[src/hw/rtl/hsvrgb_pkg.sv]
// Shared constants and types for the HSV to RGBA pixel converter.
`default_nettype none

package hsvrgb_pkg;

    // Beat widths
    localparam int HUE_W       = 16;
    localparam int SV_W        = 18;
    localparam int IN_TDATA_W  = 56;
    localparam int OUT_TDATA_W = 32;

    // Clamped saturation / value, 0..65536
    localparam int UNIT_W = 17;
    localparam logic [UNIT_W-1:0] UNIT_ONE = 17'd65536;

    // Hue bias: multiple of 360 that makes every 16-bit hue positive
    localparam int HB_W = 17;
    localparam logic [HB_W:0] HUE_BIAS = 18'd33120;

    // Divide by 360: floor(h * 186414 / 2^26), exact for h < 2^17
    localparam logic [17:0] RECIP360    = 18'd186414;
    localparam int          RECIP360_SH = 26;
    localparam int          QUO360_W    = 8;
    localparam logic [8:0]  DEG_FULL    = 9'd360;

    // Reduced hue 0..359 split into sector and remainder
    localparam int          DEG_W       = 9;
    localparam int          REM_W       = 6;
    localparam logic [10:0] RECIP_SEC   = 11'd1093;
    localparam int          RECIP_SEC_SH = 16;
    localparam logic [REM_W:0] DEG_SECTOR = 7'd60;

    // Channel factor k, 0..60*65536
    localparam int          K_W    = 22;
    localparam logic [K_W-1:0] FULL_K = 22'd3932160;

    // v * k < 2^38; 255 * v * k >> 32 < 2^14
    localparam int PROD_W = 38;
    localparam int N_W    = 14;

    // Divide by 60: floor(n * 17477 / 2^20), exact for n < 23831
    localparam logic [14:0] RECIP60    = 15'd17477;
    localparam int          RECIP60_SH = 20;

    localparam logic [7:0] CHAN_MAX = 8'hFF;

    // Pipeline depth, input beat to output register
    localparam int NSTG = 9;

    typedef enum logic [2:0] {
        SEC_RED_YEL   = 3'd0,
        SEC_YEL_GRN   = 3'd1,
        SEC_GRN_CYN   = 3'd2,
        SEC_CYN_BLU   = 3'd3,
        SEC_BLU_MAG   = 3'd4,
        SEC_MAG_RED   = 3'd5
    } sector_t;

endpackage

`default_nettype wire

[src/hw/rtl/hsv_to_rgba_pixel_unit.sv]
// HSV to packed RGBA pixel converter, nine-stage pipeline.
// Accepted beats move through stage registers 0 to 8 in order. Throughput: one beat
// per cycle while m_axis_tready is high; each stage has its own valid bit, so bubbles
// collapse and an input beat is taken while a pixel waits if any stage is empty.
// Reset (rst_n low, asynchronous) clears all valid bits; the pipeline is empty
// and ready once reset is released.
`default_nettype none

module hsv_to_rgba_pixel_unit
(
    input  wire logic        clk,
    input  wire logic        rst_n,
    input  wire logic        s_axis_tvalid,
    output logic             s_axis_tready,
    // [15:0] hue_degrees, [33:16] saturation, [51:34] brightness, [55:52] zero
    input  wire logic [hsvrgb_pkg::IN_TDATA_W-1:0] s_axis_tdata,
    output logic             m_axis_tvalid,
    input  wire logic        m_axis_tready,
    // [31:0] pixel_word
    output logic [hsvrgb_pkg::OUT_TDATA_W-1:0]     m_axis_tdata
);

    localparam int NS = hsvrgb_pkg::NSTG;
    localparam int UW = hsvrgb_pkg::UNIT_W;
    localparam int KW = hsvrgb_pkg::K_W;
    localparam int PW = hsvrgb_pkg::PROD_W;
    localparam int NW = hsvrgb_pkg::N_W;

    // ---------------- flow control ----------------
    logic [NS-1:0] vld_reg;
    logic [NS-1:0] vld_next;
    logic [NS-1:0] en;

    always_comb
    begin
        en[NS-1] = !vld_reg[NS-1] || m_axis_tready;
        for (int i = NS - 2; i >= 0; i--)
        begin
            en[i] = !vld_reg[i] || en[i+1];
        end
    end

    always_comb
    begin
        vld_next = vld_reg;
        for (int i = 0; i < NS; i++)
        begin
            if (en[i])
            begin
                vld_next[i] = (i == 0) ? s_axis_tvalid : vld_reg[(i == 0) ? 0 : i - 1];
            end
        end
    end

    always_ff @(posedge clk or negedge rst_n)
    begin
        if (!rst_n)
        begin
            vld_reg <= '0;
        end
        else
        begin
            vld_reg <= vld_next;
        end
    end

    assign s_axis_tready = en[0];
    assign m_axis_tvalid = vld_reg[NS-1];

    // ---------------- stage 0: unpack, clamp, bias hue ----------------
    logic signed [hsvrgb_pkg::HUE_W-1:0] hue_in;
    logic signed [hsvrgb_pkg::SV_W-1:0]  sat_in;
    logic signed [hsvrgb_pkg::SV_W-1:0]  bri_in;
    logic [hsvrgb_pkg::HB_W:0]           hue_sum;
    logic [UW-1:0] s0_sat_next, s0_bri_next;
    logic [hsvrgb_pkg::HB_W-1:0] s0_hue_reg;
    logic [UW-1:0] s0_sat_reg, s0_bri_reg;

    assign hue_in = s_axis_tdata[15:0];
    assign sat_in = s_axis_tdata[33:16];
    assign bri_in = s_axis_tdata[51:34];

    assign hue_sum = {{2{hue_in[15]}}, hue_in} + hsvrgb_pkg::HUE_BIAS;

    function automatic logic [hsvrgb_pkg::UNIT_W-1:0] clamp_unit
        (input logic signed [hsvrgb_pkg::SV_W-1:0] x);
        logic [hsvrgb_pkg::UNIT_W-1:0] res;
        if (x[hsvrgb_pkg::SV_W-1])
        begin
            res = '0;
        end
        else if (x[hsvrgb_pkg::SV_W-2:0] > hsvrgb_pkg::UNIT_ONE)
        begin
            res = hsvrgb_pkg::UNIT_ONE;
        end
        else
        begin
            res = x[hsvrgb_pkg::SV_W-2:0];
        end
        return res;
    endfunction

    assign s0_sat_next = clamp_unit(sat_in);
    assign s0_bri_next = clamp_unit(bri_in);

    always_ff @(posedge clk)
    begin
        if (en[0])
        begin
            s0_hue_reg <= hue_sum[hsvrgb_pkg::HB_W-1:0];
            s0_sat_reg <= s0_sat_next;
            s0_bri_reg <= s0_bri_next;
        end
    end

    // ---------------- stage 1: hue / 360 ----------------
    logic [34:0] quo_prod;
    logic [hsvrgb_pkg::HB_W-1:0]    s1_hue_reg;
    logic [hsvrgb_pkg::QUO360_W-1:0] s1_quo_reg;
    logic [UW-1:0] s1_sat_reg, s1_bri_reg;

    assign quo_prod = 35'(s0_hue_reg) * 35'(hsvrgb_pkg::RECIP360);

    always_ff @(posedge clk)
    begin
        if (en[1])
        begin
            s1_hue_reg <= s0_hue_reg;
            s1_quo_reg <= quo_prod[hsvrgb_pkg::RECIP360_SH +: hsvrgb_pkg::QUO360_W];
            s1_sat_reg <= s0_sat_reg;
            s1_bri_reg <= s0_bri_reg;
        end
    end

    // ---------------- stage 2: hue mod 360 ----------------
    logic [hsvrgb_pkg::HB_W-1:0] deg_full;
    logic [hsvrgb_pkg::DEG_W-1:0] s2_deg_reg;
    logic [UW-1:0] s2_sat_reg, s2_bri_reg;

    assign deg_full = s1_hue_reg - 17'(s1_quo_reg) * 17'(hsvrgb_pkg::DEG_FULL);

    always_ff @(posedge clk)
    begin
        if (en[2])
        begin
            s2_deg_reg <= deg_full[hsvrgb_pkg::DEG_W-1:0];
            s2_sat_reg <= s1_sat_reg;
            s2_bri_reg <= s1_bri_reg;
        end
    end

    // ---------------- stage 3: sector and remainder ----------------
    logic [19:0] sec_prod;
    logic [2:0]  sec_idx;
    logic [hsvrgb_pkg::DEG_W-1:0] rem_full;
    hsvrgb_pkg::sector_t s3_sec_reg;
    logic [hsvrgb_pkg::REM_W-1:0] s3_rem_reg;
    logic [UW-1:0] s3_sat_reg, s3_bri_reg;

    assign sec_prod = 20'(s2_deg_reg) * 20'(hsvrgb_pkg::RECIP_SEC);
    assign sec_idx  = sec_prod[hsvrgb_pkg::RECIP_SEC_SH +: 3];
    assign rem_full = s2_deg_reg - 9'(sec_idx) * 9'(hsvrgb_pkg::DEG_SECTOR);

    always_ff @(posedge clk)
    begin
        if (en[3])
        begin
            s3_sec_reg <= hsvrgb_pkg::sector_t'(sec_idx);
            s3_rem_reg <= rem_full[hsvrgb_pkg::REM_W-1:0];
            s3_sat_reg <= s2_sat_reg;
            s3_bri_reg <= s2_bri_reg;
        end
    end

    // ---------------- stage 4: channel factors ----------------
    logic [KW:0]   one_minus_s;
    logic [KW-1:0] kp_next, sr_q, sr_t;
    logic [hsvrgb_pkg::REM_W:0] rem_c;
    hsvrgb_pkg::sector_t s4_sec_reg;
    logic [KW-1:0] s4_kp_reg, s4_kq_reg, s4_kt_reg;
    logic [UW-1:0] s4_bri_reg;

    assign one_minus_s = 23'(hsvrgb_pkg::UNIT_ONE) - 23'(s3_sat_reg);
    assign kp_next     = KW'(one_minus_s * 23'(hsvrgb_pkg::DEG_SECTOR));
    assign rem_c       = hsvrgb_pkg::DEG_SECTOR - 7'(s3_rem_reg);
    assign sr_q        = KW'(23'(s3_sat_reg) * 23'(s3_rem_reg));
    assign sr_t        = KW'(23'(s3_sat_reg) * 23'(rem_c));

    always_ff @(posedge clk)
    begin
        if (en[4])
        begin
            s4_sec_reg <= s3_sec_reg;
            s4_kp_reg  <= kp_next;
            s4_kq_reg  <= hsvrgb_pkg::FULL_K - sr_q;
            s4_kt_reg  <= hsvrgb_pkg::FULL_K - sr_t;
            s4_bri_reg <= s3_bri_reg;
        end
    end

    // ---------------- stage 5: v * k, v * 255 >> 16 ----------------
    logic [23:0] cv_prod;
    hsvrgb_pkg::sector_t s5_sec_reg;
    logic [PW-1:0] s5_pp_reg, s5_pq_reg, s5_pt_reg;
    logic [7:0]    s5_cv_reg;

    assign cv_prod = 24'(s4_bri_reg) * 24'(hsvrgb_pkg::CHAN_MAX);

    always_ff @(posedge clk)
    begin
        if (en[5])
        begin
            s5_sec_reg <= s4_sec_reg;
            s5_pp_reg  <= PW'(39'(s4_bri_reg) * 39'(s4_kp_reg));
            s5_pq_reg  <= PW'(39'(s4_bri_reg) * 39'(s4_kq_reg));
            s5_pt_reg  <= PW'(39'(s4_bri_reg) * 39'(s4_kt_reg));
            s5_cv_reg  <= cv_prod[23:16];
        end
    end

    // ---------------- stage 6: times 255, drop 2^32 ----------------
    logic [PW+7:0] wp, wq, wt;
    hsvrgb_pkg::sector_t s6_sec_reg;
    logic [NW-1:0] s6_np_reg, s6_nq_reg, s6_nt_reg;
    logic [7:0]    s6_cv_reg;

    assign wp = {s5_pp_reg, 8'd0} - (PW+8)'(s5_pp_reg);
    assign wq = {s5_pq_reg, 8'd0} - (PW+8)'(s5_pq_reg);
    assign wt = {s5_pt_reg, 8'd0} - (PW+8)'(s5_pt_reg);

    always_ff @(posedge clk)
    begin
        if (en[6])
        begin
            s6_sec_reg <= s5_sec_reg;
            s6_np_reg  <= wp[32 +: NW];
            s6_nq_reg  <= wq[32 +: NW];
            s6_nt_reg  <= wt[32 +: NW];
            s6_cv_reg  <= s5_cv_reg;
        end
    end

    // ---------------- stage 7: divide by 60 ----------------
    logic [28:0] dp, dq, dt;
    hsvrgb_pkg::sector_t s7_sec_reg;
    logic [7:0] s7_cp_reg, s7_cq_reg, s7_ct_reg, s7_cv_reg;

    assign dp = 29'(s6_np_reg) * 29'(hsvrgb_pkg::RECIP60);
    assign dq = 29'(s6_nq_reg) * 29'(hsvrgb_pkg::RECIP60);
    assign dt = 29'(s6_nt_reg) * 29'(hsvrgb_pkg::RECIP60);

    always_ff @(posedge clk)
    begin
        if (en[7])
        begin
            s7_sec_reg <= s6_sec_reg;
            s7_cp_reg  <= dp[hsvrgb_pkg::RECIP60_SH +: 8];
            s7_cq_reg  <= dq[hsvrgb_pkg::RECIP60_SH +: 8];
            s7_ct_reg  <= dt[hsvrgb_pkg::RECIP60_SH +: 8];
            s7_cv_reg  <= s6_cv_reg;
        end
    end

    // ---------------- stage 8: sector select, pack ----------------
    logic [7:0] red, green, blue;
    logic [hsvrgb_pkg::OUT_TDATA_W-1:0] pix_reg;

    always_comb
    begin
        case (s7_sec_reg)
            hsvrgb_pkg::SEC_YEL_GRN:
            begin
                red = s7_cq_reg; green = s7_cv_reg; blue = s7_cp_reg;
            end
            hsvrgb_pkg::SEC_GRN_CYN:
            begin
                red = s7_cp_reg; green = s7_cv_reg; blue = s7_ct_reg;
            end
            hsvrgb_pkg::SEC_CYN_BLU:
            begin
                red = s7_cp_reg; green = s7_cq_reg; blue = s7_cv_reg;
            end
            hsvrgb_pkg::SEC_BLU_MAG:
            begin
                red = s7_ct_reg; green = s7_cp_reg; blue = s7_cv_reg;
            end
            hsvrgb_pkg::SEC_MAG_RED:
            begin
                red = s7_cv_reg; green = s7_cp_reg; blue = s7_cq_reg;
            end
            default:
            begin
                red = s7_cv_reg; green = s7_ct_reg; blue = s7_cp_reg;
            end
        endcase
    end

    always_ff @(posedge clk)
    begin
        if (en[8])
        begin
            pix_reg <= {red, green, blue, hsvrgb_pkg::CHAN_MAX};
        end
    end

    assign m_axis_tdata = pix_reg;

endmodule

`default_nettype wire

[config.mk]
export PLATFORM = sky130hd
export DESIGN_NAME = hsv_to_rgba_pixel_unit
export DESIGN_NICKNAME = d
export VERILOG_FILES = /design/src/hw/rtl/hsvrgb_pkg.sv /design/src/hw/rtl/hsv_to_rgba_pixel_unit.sv
export SDC_FILE = /design/constraint.sdc
export NUM_CORES = 2
export LEC_CHECK = 0
export ABC_CLOCK_PERIOD_IN_PS = 6250
export BUFFER_PORTS_ARGS = -buffer_cell sky130_fd_sc_hd__buf_2
export CORE_MARGIN = 1.5
export CORE_UTILIZATION = 40
export DETAILED_ROUTE_END_ITERATION = 6
export SLEW_MARGIN = 20
export SYNTH_ARGS = -nofsm -noshare
export SYNTH_HDL_FRONTEND = slang
export SYNTH_SLANG_ARGS = --single-unit
export TNS_END_PERCENT = 100
[constraint.sdc]
create_clock -name clk -period 6.25 [get_ports clk]
set_input_delay 1.25 -clock clk [delete_from_list [all_inputs] [get_ports clk]]
set_output_delay 1.25 -clock clk [all_outputs]
set_load 0.02 [all_outputs]
* Word-level counts from Yosys, hierarchy flattened
Cells that the tools add are included.
** Storage, ports and cells
- Memories kept :: 0
- ROM bits :: 0
- Output and inout bits :: 34
- Input bits :: 60
- Word-level logic and storage cells :: 106
- Bits in latches :: 0
- Register bits :: 518
- Bits in writable memories :: 0
** Cells by class
- Shift operators :: 0
- Bitwise operators :: 0
- Add/sub/neg operators :: 10
- Reductions and logical operators :: 24
- Magnitude comparators :: 2
- $mul :: 14
- Mux-type cells :: 5
- Equal/unequal tests :: 5
- Div/mod/pow operators :: 0
** Operator list (number)
- $sub A46 B38 Y46 :: 3
- $mul A14 B15 Y28 const B :: 3
- $mul A17 B22 Y38 :: 2
- $pmux W8 S3 :: 3
- $sub A22 B22 Y22 const A :: 2
- $mul A17 B20 Y36 :: 1
- $gt A17 B17 Y1 const B :: 2
- $mux W17 :: 2
- $mul A17 B17 Y33 const B :: 1
- $mul A17 B8 Y24 const B :: 1
- $mul A23 B4 Y20 const B :: 1
- $mul A17 B6 Y22 :: 1
- $mul A17 B7 Y22 :: 1
- $mul A9 B11 Y19 const B :: 1
- $sub A17 B17 Y18 const A :: 1
- $add A16 B17 Y17 const B :: 1
- $reduce_or A2 Y1 :: 6
- $logic_not A1 Y1 :: 9
- $logic_or A1 B1 Y1 :: 9
- $sub A9 B9 Y9 :: 1
- $mul A8 B6 Y6 const B :: 1
- $sub A6 B6 Y7 const A :: 1
- $eq A3 B2 Y1 const B :: 2
- $eq A3 B3 Y1 const B :: 2
- other kinds (3) :: 3

* Depth between registers and ports, before layout
- Depth after elaboration :: 10
- Gate-level depth with buffers :: 25
- Mapped depth without buffers :: 23

* Worst setup path before layout
No wires, ideal clock.
- Kind :: reg-to-reg
- From :: register s4_bri_reg[6]
- To :: register s5_pp_reg[34], data pin
- Arrival time :: 6167 ps
- Slack :: -190 ps
- Cell stages (with the launch flop) :: 25
- Setup time :: 273 ps
- Clock period less this slack :: 6440 ps
- Cells stage by stage :: edfxtp_1 clkbuf_1 clkbuf_1 nand2_1 fa_1 inv_1 fa_1 inv_1 fa_1 inv_1 fa_1 fa_1 inv_1 fa_1 inv_1 ha_1 a21o_1 a21o_1 a21o_1 a21oi_1 o21ai_1 a21oi_1 a31oi_2 mux2i_1 o2111ai_1
** On the way
- Word-level cells in the longest chain between the ends :: 1
** RTL lines
- from (decl) :: line hsv_to_rgba_pixel_unit.sv:181 : logic [UW-1:0] s4_bri_reg;
- from (signal assigned) :: line hsv_to_rgba_pixel_unit.sv:197 : s4_bri_reg <= s3_bri_reg;
- $mul A17 B20 Y36 :: line hsv_to_rgba_pixel_unit.sv:214 : s5_pp_reg <= PW'(39'(s4_bri_reg) * 39'(s4_kp_reg));
- to (signal assigned) :: line hsv_to_rgba_pixel_unit.sv:214
- to (decl) :: line hsv_to_rgba_pixel_unit.sv:204 : logic [PW-1:0] s5_pp_reg, s5_pq_reg, s5_pt_reg;
No other way between the ends.
A chain may end at the register's enable or synchronous reset.

* Final worst setup path
- From :: register s4_bri_reg[13]
- To :: register s5_pp_reg[34], data pin
Same word-level chain as after synthesis.

==> impl_metrics.env <==
export IMPL_syn_mean_instance_area_um2=10.0
export IMPL_drc=0
export IMPL_die_h_um=443
export IMPL_ys_types=92
export IMPL_wl_per_cell_um=16.5
export IMPL_drive_above_1_share_pct=8.87
export IMPL_drv_cap=0
export IMPL_setup_viol_count_final=7
export IMPL_cp_end_kind="flop"
export IMPL_synth_edf_count=503
export IMPL_clk_pin_slew_worst_paths_ps=60
export IMPL_hold_buffers=0
export IMPL_wl_um=175000
export IMPL_cts_tree="built"
export IMPL_cts_max_level=2
export IMPL_wl_met3_um=7280
export IMPL_core_region_area_um2=192000
export IMPL_critPathSlowestCell="fa_1"
export IMPL_yosysTopAreaCellShare_pct=32.7
export IMPL_slew_violations=0
export IMPL_syn_inst=7735
export IMPL_status="finished with violations"
export IMPL_worst_slack_ps=-68.8
export IMPL_critPathKind="reg2reg"
export IMPL_gp_congestion=0.888
export IMPL_die_area_um2=196000
export IMPL_worst_pin_slew_ps=1070
export IMPL_grt_pass1_wl_um=289000
export IMPL_fin_crit_ps=6320
export IMPL_drtPass1Iterations=5
export IMPL_placementRows=161
export IMPL_root_buffer="clkbuf_16"
export IMPL_grt_pass1_vias=56400
export IMPL_cts_sinks=512
export IMPL_worstSkewPairLatency_ps=690
export IMPL_die_x_um=443
export IMPL_drt_met1_wl_um=78000
export IMPL_wl_met2_um=84900
export IMPL_syn2layout_area_growth_pct=11.2
export IMPL_maxSlewHeadroom_pct=28.0
export IMPL_arrival_ps=6680
export IMPL_grt_max_degree=86
export IMPL_drtIter0Drc=2309
export IMPL_yosys_top_cells_area="fa_1, edfxtp_1, ha_1"
export IMPL_stdcell_area_um2=86100
export IMPL_clock_skew_ps=60.6
export IMPL_start_kind="flop"
export IMPL_cp_required_ps=6610
export IMPL_synth_warnings=0
export IMPL_synth_seq_cells=512
export IMPL_cts_buffer_depth=3
export IMPL_rsz0062_at_grt="yes"
export IMPL_violations="setup timing"
export IMPL_yosysTopAreaCell="fa_1"
export IMPL_routed_top_layer="met4"
export IMPL_via_per_inst=4.92
export IMPL_floorplan_initialDensity_pct=40.3
export IMPL_synth_main_ff_cell="edfxtp_1"
export IMPL_max_stage_delay_ps=540
export IMPL_antenna_found_initial=1
export IMPL_num_vias=52100
export IMPL_cts_buffers=60
export IMPL_async_flop_share_pct=1.76
export IMPL_largest_register_ffs=38
export IMPL_final_util_pct=44.8
export IMPL_fmaxAchievable_ghz=0.158
export IMPL_cp_common_cell="fa_1"
export IMPL_port_buffers=81
export IMPL_fin_hold_ws_ps=410
export IMPL_grt_usage_pct=18.0
export IMPL_cp_max_fo=15
export IMPL_setup_tns_ps=-257
export IMPL_overflow=0
export IMPL_finalHoldViolCount=0
export IMPL_hpwl_um=144000
export IMPL_netlist_area_um2=77400
export IMPL_pin_count=94
export IMPL_path_cells="buf_4, clkbuf_16, and2_1, fa_1, fa_1, inv_1, fa_1, inv_1, fa_1, inv_1, fa_1, inv_1, fa_1, ha_4, and4_1, nand2_1, o31ai_2, a21oi_1, buf_4, a31oi_4, mux2i_1, o2111ai_1"
export IMPL_synth_seq_area_share_pct=19.8
export IMPL_finalNetCount=10300
export IMPL_hp_class="reg2reg"
export IMPL_dpl_cell_area_um2=83200
export IMPL_period_share_pct=101
export IMPL_antenna_left=0
cell type report:
class                      count  area (um^2)
clock inverter                40          460
sequential                   512        15300
antenna                        2         5.00
fill                       18100       106000
timing repair buffer         467         3940
tap                         2526         3160
multi-input combinational   5173        54900
clock buffer                  68         1550
inverter                    1805         6780
worst max-delay path, delay by kind of cell (launching register included):
kind | cells | cell delay (ps)
AOI/OAI and AO/OA | 4 | 720
muxes | 1 | 210
adders and majority gates | 7 | 3350
DFF | 1 | 420
and+or+nand+nor | 3 | 500
buffers and inverters | 7 | 780
stage by stage:
step / cells / setup slack (ps)
after floorplan: 7742 / -50.0
after global placement: 10500 / -72.8
after detailed placement: 10500 / -137
after CTS: 10600 / -84.6
after global routing: 10600 / -358
final: 10600 / -68.8
layer usage:
| metal | vias to the layer above | track usage [%] |
|---|---|---|
| met5 | - | 0 |
| met4 | 0 | 4.33 |
| met3 | 210 | 1.92 |
| met2 | 938 | 31.1 |
| met1 | 26300 | 24.2 |
| li1 | 24700 | - |
cell usage after synthesis, drive strengths merged (10+ instances only):
library cell	count
nand4	41
and2	594
nor2b	30
nand2	838
nand2b	27
a21o	101
nor4	21
o21ai	126
or2	16
o2111ai	10
and3	26
o211ai	14
a211oi	24
xor2	64
nor3	51
a21boi	13
o31ai	17
clkbuf	239
a21oi	232
a221oi	14
o21bai	19
ha	988
fa	1263
buf	13
edfxtp	503
nand3	62
nor2	170
xnor2	221
or3	14
a31oi	15
inv	1805
o21a	33
final timing paths:
check	slack [ps]	endpoint	depth (start not counted)	startpoint
worst max-delay path	-70	s5_pp_reg[34]	22	s4_bri_reg[13]
worst min-delay path	410	s1_bri_reg[10]	0	s0_bri_reg[10]
worst max register to register	-70	s5_pp_reg[34]	22	s4_bri_reg[13]
worst min register to register	410	s1_bri_reg[10]	0	s0_bri_reg[10]
max in group asynchronous	5390	vld_reg[5]	1	rst_n
min in group asynchronous	520	vld_reg[2]	1	rst_n
kinds of logic after synthesis:
| group | share of synthesized area [%] |
|---|---|
| adder cells (fa/ha/maj) | 48.6 |
| flip-flops | 19.8 |
| other | 0.00484 |
| AO/OA/AOI/OAI | 6.12 |
| multiplexers | 0.0259 |
| XOR/XNOR | 3.22 |
| AND/OR/NAND/NOR | 12.2 |
| buffers and inverters | 10.0 |
what timing repair did:
item / CTS / global route
setup endpoints to repair: 23 / 51
resized for setup: 34 / 109
gates cloned: 0 / 3
buffers inserted: 12 / 14
pin swaps: 18 / 25
layout by cell type, fill, tap and decap left out, types with 19 or more instances in the layout:
cell,instances
inv_1,1797
fa_1,1252
ha_1,975
nand2_1,825
and2_1,590
edfxtp_1,503
buf_4,324
xnor2_1,217
a21oi_1,206
nor2_1,167
a21o_1,101
o21ai_0,87
buf_2,81
clkbuf_16,64
xor2_1,63
nand3_1,58
nor3_1,47
nand4_1,41
buf_12,37
o21a_1,32
o21ai_1,31
nor2b_1,30
and3_1,26
nand2b_1,25
a21oi_2,25
o21bai_1,19
Power is not shown: default switching activity piles up to over one toggle a cycle in this logic, so the estimate is an artifact.
